**config.mk**
```make
export PLATFORM = sky130hd
export DESIGN_NAME = tweb_event_close
export DESIGN_NICKNAME = d
export VERILOG_FILES = /design/src/sv/tweb_pkg.sv /design/src/sv/tweb_event_close.sv
export SDC_FILE = /design/constraint.sdc
export NUM_CORES = 1
export LEC_CHECK = 0
export ABC_AREA = 0
export BUFFER_PORTS_ARGS = -buffer_cell sky130_fd_sc_hd__clkbuf_2
export CAP_MARGIN = 20
export CORE_ASPECT_RATIO = 0.8
export CORE_MARGIN = 2
export CORE_UTILIZATION = 62
export DETAILED_ROUTE_END_ITERATION = 16
export GPL_TIMING_DRIVEN = 1
export PLACE_DENSITY = 0.88
export SYNTH_ARGS = -nofsm -noshare
export SYNTH_HDL_FRONTEND = slang
export SYNTH_SLANG_ARGS = --single-unit
export TNS_END_PERCENT = 10
```
**constraint.sdc**
```tcl
create_clock -name clock -period 12.5 [get_ports clock]
set_clock_uncertainty 0.15 [all_clocks]
set_input_delay 0.625 -clock clock [delete_from_list [all_inputs] [get_ports clock]]
set_output_delay 0.625 -clock clock [all_outputs]
set_load 0.02 [all_outputs]
```
**src/sv/tweb_pkg.sv**
```systemverilog
// ---------------------------------------------------------------------------
// Event builder package
// Types, widths, codes and helpers shared by the event builder modules.
// ---------------------------------------------------------------------------
package tweb_pkg;

   localparam int TS_W       = 48;
   localparam int CTS_W      = 49;
   localparam int COUNT_W    = 16;
   localparam int PULSE_W    = 32;
   localparam int GAP_W      = 20;
   localparam int STEP_W     = 16;
   localparam int BOARD_W    = 6;
   localparam int CHAN_W     = 6;
   localparam int CSR_IDX_W  = 2;
   localparam int CSR_DATA_W = 20;
   localparam int REQ_DATA_W = 64;
   localparam int RSP_DATA_W = 136;

   localparam logic [GAP_W-1:0]  EVENT_GAP_RESET        = 20'd2200;
   localparam logic [GAP_W-1:0]  MUX_GAP_RESET          = 20'd2500;
   localparam logic [STEP_W-1:0] MUX_STEP_RESET         = 16'd2000;
   localparam logic [STEP_W-1:0] PULSER_THRESHOLD_RESET = 16'd1024;

   localparam logic ACTION_HIT = 1'b0;
   localparam logic ACTION_END = 1'b1;

   typedef enum logic [1:0] {
      RANGE_DECAY   = 2'd0,
      RANGE_IMPLANT = 2'd1,
      RANGE_OTHER   = 2'd2,
      RANGE_CORR    = 2'd3
   } range_type;

   typedef enum logic [1:0] {
      CLASS_DROPPED = 2'd0,
      CLASS_IMPLANT = 2'd1,
      CLASS_PULSER  = 2'd2,
      CLASS_DECAY   = 2'd3
   } class_type;

   typedef enum logic [CSR_IDX_W-1:0] {
      CSR_EVENT_GAP        = 2'd0,
      CSR_MUX_GAP          = 2'd1,
      CSR_MUX_STEP         = 2'd2,
      CSR_PULSER_THRESHOLD = 2'd3
   } csr_index_type;

   typedef struct packed {
      logic [GAP_W-1:0]  event_gap;
      logic [GAP_W-1:0]  mux_gap;
      logic [STEP_W-1:0] mux_step;
      logic [STEP_W-1:0] pulser_threshold;
   } cfg_type;

   typedef struct packed {
      logic               action;
      logic [BOARD_W-1:0] board_number;
      logic [CHAN_W-1:0]  channel;
      range_type          energy_range;
      logic [TS_W-1:0]    timestamp;
   } hit_type;

   typedef struct packed {
      logic [COUNT_W-1:0] count;
      logic [TS_W-1:0]    last_time;
   } mux_entry_type;

   typedef struct packed {
      logic               closed;
      logic               send_correlation;
      class_type          closed_class;
      logic [COUNT_W-1:0] decay_hits;
      logic [COUNT_W-1:0] implant_hits;
      logic [COUNT_W-1:0] correlation_hits;
   } close_info_type;

   function automatic logic [COUNT_W-1:0] sat_inc16(input logic [COUNT_W-1:0] v);
      return (v == '1) ? v : v + 1'b1;
   endfunction

endpackage

```
**src/sv/tweb_event_close.sv**
```systemverilog
// ---------------------------------------------------------------------------
// Event window and classification
// Tracks the open event, decides when a hit closes it and classifies the
// closed event; keeps the saturating pulser count.
// ---------------------------------------------------------------------------
module tweb_event_close (
   input  logic                            clock,
   input  logic                            reset,
   input  logic                            fire_hit,
   input  tweb_pkg::range_type             energy_range,
   input  logic [tweb_pkg::TS_W-1:0]       timestamp,
   input  tweb_pkg::cfg_type               cfg,
   output logic                            closing,
   output tweb_pkg::close_info_type        close_info,
   output logic [tweb_pkg::PULSE_W-1:0]    pulser_total
);

   logic [tweb_pkg::TS_W-1:0]    prev_time_ff;
   logic [tweb_pkg::COUNT_W-1:0] decay_ff, implant_ff, corr_ff;
   logic [tweb_pkg::COUNT_W-1:0] decay_in, implant_in, corr_in;
   logic [tweb_pkg::PULSE_W-1:0] pulser_ff, pulser_in;
   logic [tweb_pkg::TS_W-1:0]    gap;
   tweb_pkg::class_type          cls;

   always_comb begin
      gap     = timestamp - prev_time_ff;
      closing = (prev_time_ff != '0) && (gap >= 48'(cfg.event_gap));

      if (implant_ff > 16'd1) begin
         cls = tweb_pkg::CLASS_IMPLANT;
      end else if (decay_ff > cfg.pulser_threshold) begin
         cls = tweb_pkg::CLASS_PULSER;
      end else if (decay_ff > 16'd1) begin
         cls = tweb_pkg::CLASS_DECAY;
      end else begin
         cls = tweb_pkg::CLASS_DROPPED;
      end

      close_info = '0;
      if (closing) begin
         close_info.closed           = 1'b1;
         close_info.send_correlation = (corr_ff != '0);
         close_info.closed_class     = cls;
         close_info.decay_hits       = decay_ff;
         close_info.implant_hits     = implant_ff;
         close_info.correlation_hits = corr_ff;
      end

      pulser_in = pulser_ff;
      if (fire_hit && closing && (cls == tweb_pkg::CLASS_PULSER) && (pulser_ff != '1)) begin
         pulser_in = pulser_ff + 1'b1;
      end

      decay_in   = closing ? '0 : decay_ff;
      implant_in = closing ? '0 : implant_ff;
      corr_in    = closing ? '0 : corr_ff;
      case (energy_range)
         tweb_pkg::RANGE_DECAY:   decay_in   = tweb_pkg::sat_inc16(decay_in);
         tweb_pkg::RANGE_IMPLANT: implant_in = tweb_pkg::sat_inc16(implant_in);
         tweb_pkg::RANGE_CORR:    corr_in    = tweb_pkg::sat_inc16(corr_in);
         default: ;
      endcase
   end

   assign pulser_total = pulser_in;

   always_ff @(posedge clock) begin
      if (reset) begin
         prev_time_ff <= '0;
         decay_ff     <= '0;
         implant_ff   <= '0;
         corr_ff      <= '0;
         pulser_ff    <= '0;
      end else if (fire_hit) begin
         prev_time_ff <= timestamp;
         decay_ff     <= decay_in;
         implant_ff   <= implant_in;
         corr_ff      <= corr_in;
         pulser_ff    <= pulser_in;
      end
   end

endmodule

```
==> Word level (Yosys, flattened, before mapping) <==
Index checks and enable logic that the tools add are counted.
W data, S select, Z words.
{ "classes": {"reduce_logical": 7, "n_lt_le_gt_ge": 4, "n_addsub": 5, "eq_ne": 7, "muxes": 14} }
{ "ops": {"columns": ["op", "n"], "rows": [
  ["$mux W16", 9],
  ["$mux W52", 1],
  ["$add A16 B1 Y16 const B", 3],
  ["$eq A16 B16 Y1 const B", 3],
  ["$ge A48 B20 Y1", 1],
  ["$reduce_bool A48 Y1", 1],
  ["$sub A48 B48 Y48", 1],
  ["$add A32 B1 Y32 const B", 1],
  ["$gt A16 B1 Y1 const B", 2],
  ["$mux W32", 1],
  ["$ne A32 B32 Y1 const B", 1],
  ["$gt A16 B16 Y1", 1],
  ["$reduce_bool A16 Y1", 1],
  ["$mux W2", 3],
  ["$eq A2 B2 Y1 const B", 2],
  ["$logic_and A1 B1 Y1", 4],
  ["$eq A2 B1 Y1 const B", 1],
  ["$logic_not A2 Y1", 1]
]} }
{ "word_totals": {"output_inout_bits": 85, "word_cells": 42, "register_bits": 128} }

==> Depth between registers and ports, before layout <==
{ "logic_depth": {"depth_word": 8, "mapped_depth": 34} }

==> Worst setup path before layout <==
No wires, ideal clock.
{ "synth_timing": {"path_kind": "input-to-reg", "startpoint": "input port timestamp[0] (netlist name)", "endpoint": "register corr_ff[7] (netlist name)", "stages": 34, "t_arrival_ns": 6.980, "slack_ns": 5.300, "required_ns": 12.280, "cell_sequence": "inv_1 -> ha_1 -> inv_1 -> fa_1 -> a211o_1 -> a211o_1 -> nand2_1 -> o21ai_0 -> a21oi_1 -> o21ai_0 -> xor2_1 -> ha_1 -> nand4_1 -> o32ai_1 -> nor4_1 -> o2111ai_1 -> or4_1 -> a2111oi_2 -> nand4_1 -> and4b_1 -> a41oi_4 -> buf_2 -> clkbuf_1 -> nor2b_1 -> ha_1 -> nand3_1 -> nor4_1 -> nor2b_1 -> nor3_1 -> and3_1 -> nand3_1 -> nor2b_1 -> o21ai_0 -> a21oi_1"} }
{ "synth_between": {"elab_chain_cells": 7, "elab_cells_between_ends": 8} }
{ "synth_lines": {"columns": ["item", "line", "rtl"], "rows": [
  ["start: declaration", "tweb_event_close.sv:11", "input logic [tweb_pkg::TS_W-1:0] timestamp,"],
  ["$sub A48 B48 Y48 (*)", "tweb_event_close.sv:26", "gap = timestamp - prev_time_ff;"],
  ["$ge A48 B20 Y1 (*)", "tweb_event_close.sv:27", "closing = (prev_time_ff != '0) && (gap >= 48'(cfg.event_gap));"],
  ["$logic_and A1 B1 Y1 (*)", "tweb_event_close.sv:27", null],
  ["$mux W16 (*)", "tweb_event_close.sv:56", "corr_in = closing ? '0 : corr_ff;"],
  ["$add A16 B1 Y16 or $eq A16 B16 Y1 (tied branches)", "tweb_pkg.sv:79", "return (v == '1) ? v : v + 1'b1;"],
  ["$mux W16", "tweb_pkg.sv:79", null],
  ["$mux W16 (*)", "tweb_event_close.sv:57", "case (energy_range)"],
  ["end signal: assignment", "tweb_event_close.sv:78", "corr_ff <= corr_in;"],
  ["end: declaration", "tweb_event_close.sv:19", "logic [tweb_pkg::COUNT_W-1:0] decay_ff, implant_ff, corr_ff;"]
]} }
Mark *: on every way between the ends. The rest lies on a longest branch, timed or not.
A chain may end at the register's enable or synchronous reset.

==> Worst setup path after layout <==
{ "layout_timing": {"startpoint": "register prev_time_ff[0] (netlist name)", "endpoint": "register corr_ff[7] (netlist name)"} }
{ "layout_between": {"elab_chain_cells": 7, "elab_cells_between_ends": 9} }
{ "layout_lines": {"columns": ["item", "line", "rtl"], "rows": [
  ["start: declaration", "tweb_event_close.sv:18", "logic [tweb_pkg::TS_W-1:0] prev_time_ff;"],
  ["start signal: assignment", "tweb_event_close.sv:75", "prev_time_ff <= timestamp;"],
  ["$sub A48 B48 Y48", "tweb_event_close.sv:26", null],
  ["$ge A48 B20 Y1", "tweb_event_close.sv:27", null],
  ["$logic_and A1 B1 Y1 (*)", "tweb_event_close.sv:27", null],
  ["$mux W16 (*)", "tweb_event_close.sv:56", null],
  ["$add A16 B1 Y16 or $eq A16 B16 Y1 (tied branches)", "tweb_pkg.sv:79", null],
  ["$mux W16", "tweb_pkg.sv:79", null],
  ["$mux W16 (*)", "tweb_event_close.sv:57", null]
]} }
Marks and branches as above.

==> results.py <==
metrics = {
    "outcome": {
        "status": "completed",
    },
    "clock_tree": {
        "cts_tree": "built",
        "tritoncts.num_buffers": 17,
        "cts.root.buffer_cell": "sky130_fd_sc_hd__clkbuf_16",
        "post_cts.resized_instances": 0,
        "clk_latency_ps": 430,
        "postCtsSetupRepairBufs": 0,
        "clock_tree.htree_level_count": 4,
        "clkTransAtPathRegs_ps": 70,
        "clockBufferDepth": 2,
        "count_of_hold_buffers_inserted_by_post_cts_repair": 0,
        "numClockSinks": 128,
    },
    "final_layout": {
        "antenna_cells": 0,
        "num-nets-final": 1848,
        "fin_cells": 1873,
        "area_delta_synth_final_pct": 12.5,
        "layout-drive-gt1-share_pct": 14.6,
    },
    "routing": {
        "vias_per_cell": 6.30,
        "via_count": 11800,
        "count_of_antenna_violating_nets_left_after_detailed_routing": 0,
        "drtIter0Drc": 1033,
        "drt-wirelength-per-cell_um": 18.2,
        "drc": 0,
        "drt_first_pass_iters": 5,
        "detail_route.wirelength_um": 34000,
    },
    "hold_path": {
        "min_path_type": "in -> reg",
        "min_path_cells": 3,
    },
    "power_and_ir_drop": {
        "ir_drop_uv": 67.9,
        "combinationalPowerShare_pct": 26.1,
        "cellInternalPower_w": 0.000790,
        "pwr_density_cell_mw_per_mm2": 96.2,
        "power_switching_w": 0.000417,
        "clock_power_share_pct": 38.7,
        "seq_power_share_pct": 35.2,
        "static-leakage-power_nw": 5.45,
        "power.share.switching_pct": 34.6,
    },
    "synthesis": {
        "post_synth.cell_area_avg_um2": 7.36,
        "synthCells": 1518,
        "synth_enable_flop_cells": 0,
        "async_flop_share_pct": 0,
        "mappedNetlistArea_mm2": 0.0112,
        "mappedNetlistNets": 1731,
        "post_synth_num_cell_types": 79,
        "synth_largest_area_cell": "sky130_fd_sc_hd__dfxtp_1",
        "synth.yosys.seq_area_share_pct": 22.9,
        "synth.top_cells.by_count": "151 x sky130_fd_sc_hd__nor2_1, 128 x sky130_fd_sc_hd__dfxtp_1, 120 x sky130_fd_sc_hd__a21oi_1",
        "yosysWarnings": 0,
        "yosysMostFrequentCell": "sky130_fd_sc_hd__nor2_1",
        "synth-main-ff-cell": "sky130_fd_sc_hd__dfxtp_1",
        "synth_top_cells_by_area": "sky130_fd_sc_hd__dfxtp_1 23%, sky130_fd_sc_hd__ha_1 9.7%, sky130_fd_sc_hd__a21oi_1 5.4%",
        "synth_top_area_share_pct": 22.9,
        "postSynthRegisterBits": 128,
    },
    "sta": {
        "max_freq_ghz": 0.118,
        "worstMarginPinSlew_ps": 1050,
        "final_period_minus_worst_setup_slack_ps": 8450,
        "holdWs_ps": 298,
        "timing.slew.headroom_pct": 29.8,
        "final-setup-viol-count": 0,
        "timing.final.crit_share_pct": 67.6,
        "timing_max_transition_violations_final": 0,
        "tns_ps": 0,
        "rsz_0062_raised_after_global_routing": "false",
        "final-hold-violation-count": 0,
    },
    "global_routing": {
        "grt_pass1_vias": 10500,
        "largest_net_degree_at_the_start_of_global_routing": 82,
        "globalRoute.totalOverflow": 0,
        "grt_first_pass_wirelength_um": 53200,
        "grt_usage_pct": 34.5,
        "initial_antenna_violation_count": 1,
    },
    "place": {
        "place_congestion": 0.991,
        "hpwl_um": 25600,
        "number_of_input_and_output_port_buffers_inserted": 173,
        "dpl.cell_count": 1841,
    },
    "critical_path": {
        "timing.critical_path.slowest_cell_delay_ps": 600,
        "worst_ep_arrival_time_ps": 8660,
        "reg2reg_depth": 33,
        "cp-start-kind": "register",
        "critical_path_class": "reg -> reg",
        "endpoint_kind": "register",
        "path_max_fanout": 80,
        "critical_path.slowest_cell": "sky130_fd_sc_hd__or4_1",
        "worst-endpoint-required_ps": 12710,
    },
    "flow_run": {
        "maxCapViolations": 0,
    },
    "floorplan": {
        "num_io_pins": 210,
        "core_area_mm2": 0.0175,
        "rows": 43,
        "die_area_mm2": 0.0191,
        "fp.dieW_um": 154,
        "initial_utilization_pct": 63.9,
        "fp.dieH_um": 124,
    },
}
[critical path, delay by kind of cell (launching register included)]
family	cells	cell delay [ps]
DFF	1	370
and+or+nand+nor	14	3520
AOI/OAI and AO/OA	11	2130
buffers and inverters	3	830
xor gates and xnor gates	1	170
adders and majority gates	4	1150
[power groups by stage]
stage               combinational [W]  sequential (W)  clock [W]
global placement             0.000302        0.000434          0
detailed placement           0.000306        0.000434          0
floorplan                    0.000219        0.000432          0
global route                 0.000345        0.000426   0.000483
CTS                          0.000308        0.000425   0.000468
finish                       0.000315        0.000426   0.000467
[state kept, by name (all words and copies together), names as in the netlist]
register and cells:
corr_ff 16, decay_ff 16, implant_ff 16, prev_time_ff 48
pulser_ff 32
[stage by stage]
step,util [%],area [um^2],power (W),worst slack [ps]
final,71.8,12600,0.00121,4050
after global routing,71.8,12600,0.00126,3380
after CTS,71.8,12600,0.00120,4160
after detailed placement,68.7,12000,0.000739,3790
after global placement,68.7,12000,0.000736,3900
after floorplan,-,11200,0.000650,5300
[worst paths after layout]
path / slack, ps / end / from
setup / recovery: 4050 / corr_ff[7] / prev_time_ff[0]
hold / removal: 300 / prev_time_ff[39] / timestamp[39]
setup reg to reg: 4050 / corr_ff[7] / prev_time_ff[0]
hold reg to reg: 360 / pulser_ff[26] / pulser_ff[26]
[cell usage in the layout (no fill, tap or decap), drive strengths merged, types with 30 or more instances in the layout]
| master | netlist | layout |
|---|---|---|
| a21oi | 123 | 123 |
| nor2b | 30 | 30 |
| nand2 | 117 | 117 |
| nand3 | 58 | 58 |
| nor2 | 151 | 151 |
| and2 | 68 | 68 |
| dfxtp | 128 | 128 |
| xnor2 | 30 | 30 |
| nor4 | 39 | 39 |
| nand4 | 54 | 54 |
| inv | 106 | 109 |
| mux2i | 53 | 53 |
| clkbuf | 54 | 189 |
| o21ai | 78 | 78 |
| ha | 87 | 87 |
[logic make-up (layout without fill, tap and decap cells)]
logic type	Yosys count	after routing	synth area share (%)
multiplexers	63	63	5.76
flip-flops	128	128	22.9
AO/OA/AOI/OAI	348	348	20.2
buffers and inverters	185	315	6.50
adder cells (fa/ha/maj)	88	88	9.93
XOR/XNOR	57	57	4.47
AND/OR/NAND/NOR	649	649	30.2
[cell type report]
cell class              count  area, um^2
fillers                  1427        4920
clock inverters            14         111
flip-flops and latches    128        2560
inverters                 106         398
multi-input cells        1205        7880
clock buffers              18         429
repair buffers            177         901
well taps                 225         282
[metal layers]
layer	up-vias	GRT usage [%]	part of all wire, %
met4	0	8.18	1.7
met3	54	7.31	9.3
met2	572	54.1	43
li1	5710	-	-
met5	-	0	0
met1	5468	48.7	46
(Power assumes the default switching activity.)
